===== config.mk =====
export PLATFORM = sky130hd
export DESIGN_NAME = srec_stream_segmenter_crc32
export DESIGN_NICKNAME = d
export VERILOG_FILES = /design/src/srec_pkg.sv /design/src/srec_outq.sv /design/src/srec_stream_segmenter_crc32.sv
export SDC_FILE = /design/constraint.sdc
export NUM_CORES = 1
export LEC_CHECK = 0
export BUFFER_PORTS_ARGS = -buffer_cell sky130_fd_sc_hd__buf_2
export CAP_MARGIN = 20
export CORE_UTILIZATION = 55
export CTS_CLUSTER_DIAMETER = 30
export DETAILED_ROUTE_END_ITERATION = 8
export PLACE_DENSITY = 0.76
export SLEW_MARGIN = 20
export SYNTH_ARGS = -nofsm -noshare
export SYNTH_HDL_FRONTEND = slang
export SYNTH_HIERARCHICAL = 1
export SYNTH_SLANG_ARGS = --single-unit
export TNS_END_PERCENT = 1

===== constraint.sdc =====
create_clock -name clk -period 21.3 [get_ports clk]
set_clock_uncertainty 0.2 [all_clocks]
set_input_delay 3.195 -clock clk [delete_from_list [all_inputs] [get_ports clk]]
set_output_delay 3.195 -clock clk [all_outputs]
set_load 0.005 [all_outputs]

===== src/srec_pkg.sv =====
// shared types, result codes and decode functions for the s-record segmenter
package srec_pkg;

  typedef enum logic [1:0] {
    KIND_DATA  = 2'd0,
    KIND_CLOSE = 2'd1,
    KIND_FILE  = 2'd2
  } kind_t;

  typedef struct packed {
    kind_t       kind;
    logic [31:0] address;
    logic [7:0]  data_byte;
    logic [7:0]  segment_index;
    logic [31:0] byte_length;
    logic [31:0] crc_value;
    logic        last;
  } result_t;

  localparam logic [31:0] CRC_POLY = 32'hEDB88320;
  localparam logic [31:0] CRC_INIT = 32'hFFFFFFFF;
  localparam logic [7:0]  CH_S     = 8'h53;
  localparam logic [7:0]  CH_LF    = 8'h0A;
  localparam logic [7:0]  CH_ONE   = 8'h31;
  localparam logic [7:0]  CH_THREE = 8'h33;

  function automatic logic [3:0] hex_nibble(input logic [7:0] c);
    logic [3:0] n;
    n = 4'd0;
    if (c inside {[8'd48:8'd57]}) begin
      n = c[3:0];
    end else if (c inside {[8'd65:8'd70], [8'd97:8'd102]}) begin
      n = c[3:0] + 4'd9;
    end
    return n;
  endfunction

  function automatic logic [31:0] crc_byte(input logic [31:0] crc, input logic [7:0] b);
    logic [31:0] c;
    c = crc ^ {24'd0, b};
    for (int k = 0; k < 8; k++) begin
      c = c[0] ? ((c >> 1) ^ CRC_POLY) : (c >> 1);
    end
    return c;
  endfunction

endpackage


===== src/srec_outq.sv =====
// three-entry result queue that takes up to two results per item
module srec_outq (
  input  logic              clk,
  input  logic              rst_n,
  input  logic [1:0]        push_cnt,
  input  srec_pkg::result_t push0,
  input  srec_pkg::result_t push1,
  output logic              room,
  output logic              head_valid,
  input  logic              head_ready,
  output srec_pkg::result_t head
);

  localparam int Depth = 3;

  srec_pkg::result_t q_r   [Depth];
  srec_pkg::result_t q_nxt [Depth];
  logic [1:0]        cnt_r;
  logic [1:0]        cnt_nxt;
  logic              pop;
  logic [1:0]        kept;

  assign head_valid = (cnt_r != 2'd0);
  assign head       = q_r[0];
  assign pop        = head_valid && head_ready;
  assign kept       = cnt_r - {1'b0, pop};
  assign room       = (kept <= 2'd1);

  always_comb begin
    for (int i = 0; i < Depth; i++) begin
      if (pop && i < Depth - 1) begin
        q_nxt[i] = q_r[i + 1];
      end else begin
        q_nxt[i] = q_r[i];
      end
      if (push_cnt != 2'd0 && 2'(i) == kept) begin
        q_nxt[i] = push0;
      end else if (push_cnt == 2'd2 && 2'(i) == kept + 2'd1) begin
        q_nxt[i] = push1;
      end
    end
    cnt_nxt = kept + push_cnt;
  end

  always_ff @(posedge clk) begin
    if (!rst_n) begin
      cnt_r <= 2'd0;
    end else begin
      cnt_r <= cnt_nxt;
    end
    for (int i = 0; i < Depth; i++) begin
      q_r[i] <= q_nxt[i];
    end
  end

endmodule


===== src/srec_stream_segmenter_crc32.sv =====
// top level: s-record parser that emits data bytes, segment summaries and a file summary
// Takes one character per cycle and decodes it in a single pass: every accepted
// character updates the parser, address and CRC-32 registers in the same cycle and
// pushes zero, one or two results into a three-entry result queue. A data byte or a
// segment close gives one result; only the file finish that also closes an
// open segment gives two results, which the queue drains in order. in_tready
// stays high as long as the queue can still take two results after this cycle's pop,
// so with the output side always ready the block sustains one character per cycle.
// Once the file is finished every further item is taken and ignored until reset.
module srec_stream_segmenter_crc32 (
  input  logic          clk,
  input  logic          rst_n,
  input  logic          in_tvalid,
  output logic          in_tready,
  input  logic [7:0]    in_tdata,   // ch
  input  logic          in_tlast,   // end_of_input
  output logic          out_tvalid,
  input  logic          out_tready,
  output logic [111:0]  out_tdata,  // address, data_byte, segment_index, byte_length, crc_value
  output logic [1:0]    out_tuser,  // kind
  output logic          out_tlast   // last
);

  typedef enum logic [2:0] {
    PH_LINE, PH_TYPE, PH_COUNT, PH_ADDR, PH_DATA, PH_SKIP
  } phase_t;

  phase_t      phase_r, phase_nxt;
  logic [1:0]  kind_r, kind_nxt;
  logic [31:0] acc_r, acc_nxt;
  logic [3:0]  dleft_r, dleft_nxt;
  logic [7:0]  bleft_r, bleft_nxt;
  logic [31:0] baddr_r, baddr_nxt;
  logic [31:0] exp_r, exp_nxt;
  logic [31:0] sstart_r, sstart_nxt;
  logic [31:0] slen_r, slen_nxt;
  logic [31:0] tlen_r, tlen_nxt;
  logic [31:0] scrc_r, scrc_nxt;
  logic [31:0] fcrc_r, fcrc_nxt;
  logic [7:0]  scount_r, scount_nxt;
  logic        finished_r, finished_nxt;
  logic        segopen_r, segopen_nxt;

  logic              in_fire;
  logic              room;
  logic [1:0]        push_cnt;
  srec_pkg::result_t res0, res1, close_res, file_res, head;
  logic [3:0]        nib;
  logic [31:0]       acc_sh;
  logic [3:0]        dleft_dec;
  logic [7:0]        over;
  logic [7:0]        bleft_dec;

  assign in_tready = room;
  assign in_fire   = in_tvalid && in_tready;
  assign nib       = srec_pkg::hex_nibble(in_tdata);
  assign acc_sh    = {acc_r[27:0], nib};
  assign dleft_dec = dleft_r - 4'd1;
  assign over      = {6'd0, kind_r} + 8'd2;
  assign bleft_dec = bleft_r - 8'd1;

  always_comb begin
    close_res               = '0;
    close_res.kind          = srec_pkg::KIND_CLOSE;
    close_res.address       = sstart_r;
    close_res.segment_index = scount_r - 8'd1;
    close_res.byte_length   = slen_r;
    close_res.crc_value     = ~scrc_r;
    file_res                = '0;
    file_res.kind           = srec_pkg::KIND_FILE;
    file_res.segment_index  = scount_r;
    file_res.byte_length    = tlen_r;
    file_res.crc_value      = ~fcrc_r;
    file_res.last           = 1'b1;
  end

  always_comb begin
    phase_nxt    = phase_r;
    kind_nxt     = kind_r;
    acc_nxt      = acc_r;
    dleft_nxt    = dleft_r;
    bleft_nxt    = bleft_r;
    baddr_nxt    = baddr_r;
    exp_nxt      = exp_r;
    sstart_nxt   = sstart_r;
    slen_nxt     = slen_r;
    tlen_nxt     = tlen_r;
    scrc_nxt     = scrc_r;
    fcrc_nxt     = fcrc_r;
    scount_nxt   = scount_r;
    finished_nxt = finished_r;
    segopen_nxt  = segopen_r;
    push_cnt     = 2'd0;
    res0         = '0;
    res1         = '0;

    if (in_fire && !finished_r) begin
      if (in_tlast || (phase_r == PH_LINE && in_tdata != srec_pkg::CH_S)) begin
        // file finish, closing any open segment first
        if (segopen_r) begin
          res0     = close_res;
          res1     = file_res;
          push_cnt = 2'd2;
        end else begin
          res0     = file_res;
          push_cnt = 2'd1;
        end
        segopen_nxt  = 1'b0;
        finished_nxt = 1'b1;
        phase_nxt    = PH_LINE;
      end else if (phase_r == PH_LINE) begin
        phase_nxt = PH_TYPE;
      end else if (in_tdata == srec_pkg::CH_LF) begin
        phase_nxt = PH_LINE;
      end else if (phase_r == PH_TYPE) begin
        if (in_tdata >= srec_pkg::CH_ONE && in_tdata <= srec_pkg::CH_THREE) begin
          kind_nxt  = in_tdata[1:0];
          acc_nxt   = '0;
          dleft_nxt = 4'd2;
          phase_nxt = PH_COUNT;
        end else begin
          kind_nxt  = 2'd0;
          phase_nxt = PH_SKIP;
        end
      end else if (phase_r != PH_SKIP) begin
        acc_nxt   = acc_sh;
        dleft_nxt = dleft_dec;
        if (dleft_dec == 4'd0) begin
          acc_nxt   = '0;
          dleft_nxt = 4'd2;
          case (phase_r)
            PH_COUNT: begin
              bleft_nxt = (acc_sh[7:0] > over) ? acc_sh[7:0] - over : 8'd0;
              dleft_nxt = {1'b0, kind_r, 1'b0} + 4'd2;
              phase_nxt = PH_ADDR;
            end
            PH_ADDR: begin
              baddr_nxt = acc_sh;
              if (tlen_r == 32'd0 || exp_r != acc_sh) begin
                if (segopen_r) begin
                  res0      = close_res;
                  res0.last = 1'b1;
                  push_cnt  = 2'd1;
                end
                sstart_nxt  = acc_sh;
                slen_nxt    = '0;
                scrc_nxt    = srec_pkg::CRC_INIT;
                exp_nxt     = acc_sh;
                scount_nxt  = scount_r + 8'd1;
                segopen_nxt = 1'b1;
              end
              phase_nxt = (bleft_r == 8'd0) ? PH_SKIP : PH_DATA;
            end
            default: begin
              res0.kind          = srec_pkg::KIND_DATA;
              res0.address       = baddr_r;
              res0.data_byte     = acc_sh[7:0];
              res0.segment_index = scount_r - 8'd1;
              res0.last          = 1'b1;
              push_cnt           = 2'd1;
              scrc_nxt           = srec_pkg::crc_byte(scrc_r, acc_sh[7:0]);
              fcrc_nxt           = srec_pkg::crc_byte(fcrc_r, acc_sh[7:0]);
              slen_nxt           = slen_r + 32'd1;
              tlen_nxt           = tlen_r + 32'd1;
              baddr_nxt          = baddr_r + 32'd1;
              exp_nxt            = exp_r + 32'd1;
              bleft_nxt          = bleft_dec;
              if (bleft_dec == 8'd0) begin
                phase_nxt = PH_SKIP;
              end
            end
          endcase
        end
      end
    end
  end

  always_ff @(posedge clk) begin
    if (!rst_n) begin
      phase_r    <= PH_LINE;
      kind_r     <= '0;
      acc_r      <= '0;
      dleft_r    <= '0;
      bleft_r    <= '0;
      baddr_r    <= '0;
      exp_r      <= '0;
      sstart_r   <= '0;
      slen_r     <= '0;
      tlen_r     <= '0;
      scrc_r     <= srec_pkg::CRC_INIT;
      fcrc_r     <= srec_pkg::CRC_INIT;
      scount_r   <= '0;
      finished_r <= 1'b0;
      segopen_r  <= 1'b0;
    end else begin
      phase_r    <= phase_nxt;
      kind_r     <= kind_nxt;
      acc_r      <= acc_nxt;
      dleft_r    <= dleft_nxt;
      bleft_r    <= bleft_nxt;
      baddr_r    <= baddr_nxt;
      exp_r      <= exp_nxt;
      sstart_r   <= sstart_nxt;
      slen_r     <= slen_nxt;
      tlen_r     <= tlen_nxt;
      scrc_r     <= scrc_nxt;
      fcrc_r     <= fcrc_nxt;
      scount_r   <= scount_nxt;
      finished_r <= finished_nxt;
      segopen_r  <= segopen_nxt;
    end
  end

  srec_outq u_outq (
    .clk        (clk),
    .rst_n      (rst_n),
    .push_cnt   (push_cnt),
    .push0      (res0),
    .push1      (res1),
    .room       (room),
    .head_valid (out_tvalid),
    .head_ready (out_tready),
    .head       (head)
  );

  assign out_tdata = {head.crc_value, head.byte_length, head.segment_index,
                      head.data_byte, head.address};
  assign out_tuser = head.kind;
  assign out_tlast = head.last;

`ifndef SYNTHESIS
  a_finished_sticks: assert property (@(posedge clk) disable iff (!rst_n)
    finished_r |=> finished_r)
    else $error("finished flag cleared without reset");

  a_no_results_after_finish: assert property (@(posedge clk) disable iff (!rst_n)
    finished_r |-> push_cnt == 2'd0)
    else $error("result produced after file finish");

  a_data_is_last: assert property (@(posedge clk) disable iff (!rst_n)
    out_tvalid && out_tuser == srec_pkg::KIND_DATA |-> out_tlast)
    else $error("data item without last flag");

  a_file_is_last: assert property (@(posedge clk) disable iff (!rst_n)
    out_tvalid && out_tuser == srec_pkg::KIND_FILE |-> out_tlast && finished_r)
    else $error("file summary without last flag or finish");
`endif

endmodule

== After elaboration in Yosys (flattened, before gate mapping) ==
Memories as Yosys holds them, arrays and structs flattened.
Cells that the tools add are included.

* Memory bits (writable): 345
* Word-level logic and storage cells: 222
* Memories kept: 1
* Input port bits: 13
* Output and inout bits: 117
* Register bits: 281

* Add/sub/neg operators: 15
* Bitwise gates (word level): 27
* Multiplexer cells: 90
* Reduce and logical (&&, ||, !) cells: 46
* Magnitude comparators: 10
* Equality and inequality tests: 17

{| class="wikitable"
|+ Memory list
! memory !! words !! width !! read ports !! clocked after Yosys merged registers in !! write ports !! RTL line !! RTL
|-
| u_outq.q_r || 3 || 115 || 3 || 0 || 3 || srec_outq.sv:16 || <nowiki>srec_pkg::result_t q_r [Depth];</nowiki>
|}

{| class="wikitable"
|+ Operator list
! cell !! number
|-
| $mux W115 || 19
|-
| $mux W32 || 19
|-
| $pmux W32 S2 || 4
|-
| $mux W114 || 2
|-
| $not A13 Y14 || 16
|-
| $add A32 B1 Y32 const B || 4
|-
| $mux W28 || 4
|-
| $pmux W49 S2 || 1
|-
| $mux W64 || 1
|-
| $not A32 Y32 || 2
|-
| $xor A32 B8 Y32 || 2
|-
| $logic_not A32 Y1 || 1
|-
| $ne A32 B32 Y1 || 1
|-
| $reduce_and A8 Y1 || 4
|-
| $mux W4 || 7
|-
| $mux W3 || 8
|-
| $reduce_and A9 Y1 || 2
|-
| $ge A8 B6 Y1 const B || 2
|-
| $ge A8 B7 Y1 const B || 2
|-
| $le A8 B6 Y1 const B || 2
|-
| $le A8 B7 Y1 const B || 2
|-
| $logic_not A8 Y1 || 2
|-
| $mux W1 || 16
|-
| $pmux W8 S2 || 1
|-
| other kinds (41) || 81
|}

== Logic depth before layout (Yosys ltp) ==
* Depth after elaboration: 23
* Gate-level depth with buffers: 22
* Depth with buffers taken out: 16

== Cells and area by module ==
The synthesis kept the hierarchy.

{| class="wikitable"
|+ By module, submodules not included
! module !! instances !! seq. area each (sq um) !! area each (sq um) !! cells each
|-
| srec_outq || 1 || 10400.0 || 19118.3 || 1749
|-
| srec_stream_segmenter_crc32 || 1 || 5585.4 || 16811.1 || 2145
|}

== Least setup slack after synthesis ==
OpenSTA, ideal clock, no wires.

* Path kind: input -> register
* From: input port in_tdata[0]
* To: memory u_outq/q_r[0][115] (netlist name), enable pin
* Slack: 0.437 ns
* Arrival: 19.682 ns
* Stages on the path: 16
* Library setup time: 0.981 ns
* Path buffers: 5
* Data required time: 20.119 ns
* Cell sequence: inv_1 ha_1 or3b_1 nand3_1 a21oi_1 or4b_4 or4_1 buf_4 buf_6 a21oi_1 o21ai_0 nand2b_1 clkbuf_1 buf_2 buf_1 o311ai_0

{| class="wikitable"
|+ RTL lines
! element !! RTL line !! RTL
|-
| start, declared || srec_stream_segmenter_crc32.sv:15 || <nowiki>input logic [7:0] in_tdata,</nowiki>
|-
| end, declared || srec_outq.sv:16 ||
|}

==> results.env <==
NUMBER_OF_ENABLE_FLIP_FLOP_CELLS_AFTER_SYNTHESIS=345
GLOBAL_ROUTE_WIRE_LENGTH_BEFORE_REPAIR_MM=164
ROWS=93
FINAL_ANTENNA_NET_COUNT=0
POST_SYNTH_NUM_CELL_TYPES=96
CLK_TRANSITION_REPORTED_PATHS_NS=0.04
GLOBALROUTEMET1UTIL_PCT=43.1
YOSYS_TOP_CELL_AREA_SHARE_PCT=28.8
SYNTH.LARGEST_AREA_CELL='edfxtp_1'
FLOORPLAN.IO_PINS=130
CTS.SINK_COUNT=626
WORSTPATHARRIVAL_NS=9.96
CRITICAL_PATH_MOST_COMMON_CELL='buf_4'
TIMING.CRITICAL_PATH.REQUIRED_NS=21.38
INTERNAL_POWER_W=0.00329
CRITICAL_PATH.N_BUFFERS_INVERTERS=6
POST_CTS_SETUP_BUFFER_COUNT=0
SLEW_VIOLATIONS=0
P_LEAK_nW=13.8
FLOW.AREA_GROWTH_FROM_SYNTHESIS_PCT=12.6
PLACED_AREA_MM2=0.0362
SETUP-VIOLATIONS-FINAL=0
FIRST_ITER_VIOLATIONS=4836
MAX_SLEW.WORST_PIN.SLEW_NS=1.23
ANTENNA-DIODE-COUNT=0
AGGREGATE_ROUTED_WIRE_LENGTH_MM=105
FINAL_COUNT_OF_HOLD_TIMING_VIOLATIONS=0
CTS_ROOT_BUFFER='clkbuf_16'
TIMING.FMAX_MHz=101
NETLIST_INSTANCES=3894
CLOCK_POWER_SHARE_PCT=37.3
CRIT_FANOUT=89
RUN_STATUS='complete, no violations'
SYNTH_TOP_CELLS_BY_COUNT='edfxtp_1 (345), clkbuf_1 (301), dfxtp_1 (281)'
FINAL.MIN_CLOCK_PERIOD_NS=9.88
BUFFER_PORTS.INSERTED=129
AVERAGE_SIZE_OF_A_MAPPED_CELL_UM2=9.23
MET3_USAGE_PCT=6.38
REG2REG_SETUP_SLACK_NS=13.30
DRT_PRE_ANTENNA_ITERS=8
WL_PER_CELL_UM=22.0
PLACE_HPWL_MM=63.2
GRT_START_MAX_NET_PINS=278
SYNTH_AREA_MM2=0.0359
CRIT_PATH_KIND='in -> reg'
WORST_HOLD_PATH_TYPE='reg -> reg'
CRITPATHSLOWESTCELL='o21ai_1'
CRITICAL_PATH.MAX_STAGE_DELAY_NS=1.03
CTS_MAX_PATH_BUFFERS=3
GRT_USE_MET2_PCT=46.7
CRIT_PATH_END_KIND='flop'
HOLDBUFCOUNTCTS=0
SWITCHINGPOWER_W=0.00188
GPL.FINAL_WEIGHTED_CONGESTION=0.902
ASYNCSETRESETFLOPFRACSYNTH_PCT=0
PLACEABLECOREAREA_MM2=0.0645
CTS_INSERTED_BUFFERS=121
WORSTSKEWPAIRLATENCY_NS=0.68
MAX-SLEW-MARGIN-REL_PCT=17.7
DIE_HEIGHT_UM=258
CTS_MAX_LEVEL=3
FINALINSTANCEAREA_MM2=0.0405
SWSHARE_PCT=36.3
POST_CTS_RESIZED=0
SHARE_SEQ_OF_TOTAL_POWER_PCT=33.8
GRT_SETUP_UNREPAIRED='no'
PATH_CELLS='buf_2 -> nand2_1 -> inv_1 -> ha_4 -> xor2_4 -> inv_6 -> nand2_1 -> or2_2 -> nor4_1 -> nand3_1 -> a21o_1 -> o21ai_1 -> o21ai_4 -> buf_4 -> or2_4 -> o211ai_1 -> buf_4 -> buf_4'
SYNTH_AREA_LEADERS='edfxtp_1 (29%), dfxtp_1 (16%), nand4_1 (4.7%), a31oi_1 (4.1%), nor3_1 (3.7%)'
CRIT_FAMILY='buffers and inverters'
FINAL_LAYOUT_SIZE_SUFFIX_GT1_SHARE_PCT=13.6
FINAL_MIN_PERIOD_OVER_CLOCK_PERIOD_PCT=46.4
INITIAL_CELL_DENSITY_OF_THE_CORE_PCT=55.7
PROPORTION_OF_SYNTHESIZED_CHIP_AREA_IN_SEQUENTIAL_CELLS_PCT=44.5
FLOORPLAN.DIE_AREA_MM2=0.0664
IR_DROP_mV=0.142
DETAIL_ROUTE.VIAS_PER_CELL=6.65
CTS_TREE='done'
FILLERS=5075
DRC_ERRORS=0
GRT_ANTENNA_BEFORE_REPAIR=5
MAX-CAP-VIOLATIONS=0
GRT_USE_TOTAL_PCT=30.6
YS_SEQ_ELEMENTS=626
POWER_FRAC_COMB_PCT=28.9
VIA_COUNT_OF_THE_FIRST_GLOBAL_ROUTING_PASS=28761
GRT.BUSIEST_LAYER='met2'
FINAL_NET_COUNT=3858
START_KIND='primary input'
DIE-WIDTH_UM=258
POWERDENSITY_mW_PER_MM2=128
TOTAL_NEGATIVE_SLACK_NS=0
YOSYS.CELL_COUNT.TOP_TYPE='edfxtp_1'
YOSYSWARNINGCOUNT=6
NUM_VIAS=31814
MOST_USED_DFF_POST_SYNTH='edfxtp_1'
OVERFLOW=0
worst min-delay path, delay by kind of cell, from the launching register on:
kind            cells  cell delay, ns
compound gates      1            0.05
simple gates        1            0.05
flops               1            0.30
cell families after synthesis:
kind of cell	after synthesis	synth area share (%)
simple gates	1307	18.6
flops	626	44.5
mux	119	3.72
xor+xnor	218	6.07
buf+inv	541	7.24
fa+ha+maj	23	0.822
compound gates	1059	19.1
other cells	1	0.0104
path summary, 6_finish.rpt:
| kind | end | from | cells after the start |
|---|---|---|---|
| worst max register to register | u_outq/q_r[0][8]$_DFFE_PP_ | u_outq/cnt_r[1]$_SDFF_PN0_ | 18 |
| worst min-delay path | sstart_r[21]$_SDFFE_PN0P_ | sstart_r[21]$_SDFFE_PN0P_ | 2 |
| worst max-delay path | u_outq/q_r[0][8]$_DFFE_PP_ | out_tready | 18 |
| worst min register to register | sstart_r[21]$_SDFFE_PN0P_ | sstart_r[21]$_SDFFE_PN0P_ | 2 |
cell type report:
cell class / count / area (um^2) / area share [%]
multi-input combinational: 2849 / 17900 / 44.3
sequential: 626 / 16000 / 39.5
clock buffer: 146 / 3280 / 8.09
timing repair buffer: 183 / 1100 / 2.71
tap: 855 / 1070 / 2.64
clock inverter: 84 / 932 / 2.30
inverter: 41 / 166 / 0.411
power by group through the flow:
| stage | Combinational, W | Clock, W | Sequential, W |
|---|---|---|---|
| after global routing | 0.00158 | 0.00200 | 0.00176 |
| after CTS | 0.00144 | 0.00194 | 0.00175 |
| after global placement | 0.00142 | 0 | 0.00176 |
| final | 0.00149 | 0.00193 | 0.00175 |
| after detailed placement | 0.00144 | 0 | 0.00177 |
| after floorplan | 0.00114 | 0 | 0.00184 |
state kept, by name (all words and copies together), names as in the netlist:
signal / count
kind_r: 2
baddr_r: 32
scrc_r: 32
exp_r: 32
fcrc_r: 32
segopen_r: 1
tlen_r: 32
scount_r: 8
u_outq/cnt_r: 2
slen_r: 32
finished_r: 1
acc_r: 28
dleft_r: 4
sstart_r: 32
phase_r: 3
bleft_r: 8
u_outq/q_r: 345
metrics by stage:
step                      hold WS, ns  total power, W  cells  utilization [%]  setup WS (ns)
final                           0.251         0.00517   4784             62.8          11.42
after CTS                       0.253         0.00513   4783             62.7          11.53
after floorplan                 0.237         0.00298   4016                -          0.437
after detailed placement        0.248         0.00321   4553             56.2          10.85
after global routing            0.267         0.00535   4784             62.8          11.02
after global placement          0.242         0.00318   4553             56.2          11.02
per-layer routing:
metal / share of wire [%] / wire length (um)
met1: 41 / 43000
met2: 45 / 47700
met3: 11 / 11700
met4: 2.7 / 2850
met5: 0.026 / 27
cell usage in the layout, fill, tap and decap left out, types with 14 or more instances in the layout:
| cell type | Yosys | routed |
|---|---|---|
| a22o_1 | 64 | 64 |
| buf_4 | 126 | 50 |
| nand3_1 | 60 | 60 |
| o211ai_1 | 52 | 52 |
| o21ai_0 | 225 | 224 |
| nand2_1 | 266 | 265 |
| conb_1 | 1 | 123 |
| or3_1 | 35 | 35 |
| nor2_1 | 226 | 225 |
| nand4_1 | 270 | 270 |
| nor4_1 | 19 | 18 |
| buf_2 | 42 | 128 |
| clkinvlp_4 | 0 | 17 |
| xnor2_1 | 138 | 138 |
| inv_6 | 0 | 14 |
| ha_1 | 22 | 21 |
| mux2_2 | 77 | 77 |
| edfxtp_1 | 345 | 345 |
| o22ai_1 | 45 | 45 |
| a31oi_1 | 238 | 238 |
| and2_1 | 52 | 52 |
| clkinv_4 | 0 | 18 |
| clkinv_2 | 0 | 18 |
| a21oi_1 | 146 | 143 |
| nor3_1 | 266 | 265 |
| and3_1 | 36 | 36 |
| inv_1 | 36 | 35 |
| a22oi_1 | 48 | 48 |
| o31ai_1 | 141 | 141 |
| o21ai_1 | 15 | 16 |
| clkbuf_16 | 0 | 124 |
| xor2_1 | 59 | 59 |
| dfxtp_1 | 281 | 281 |
| mux2_1 | 39 | 39 |
(Power assumes the default switching activity.)
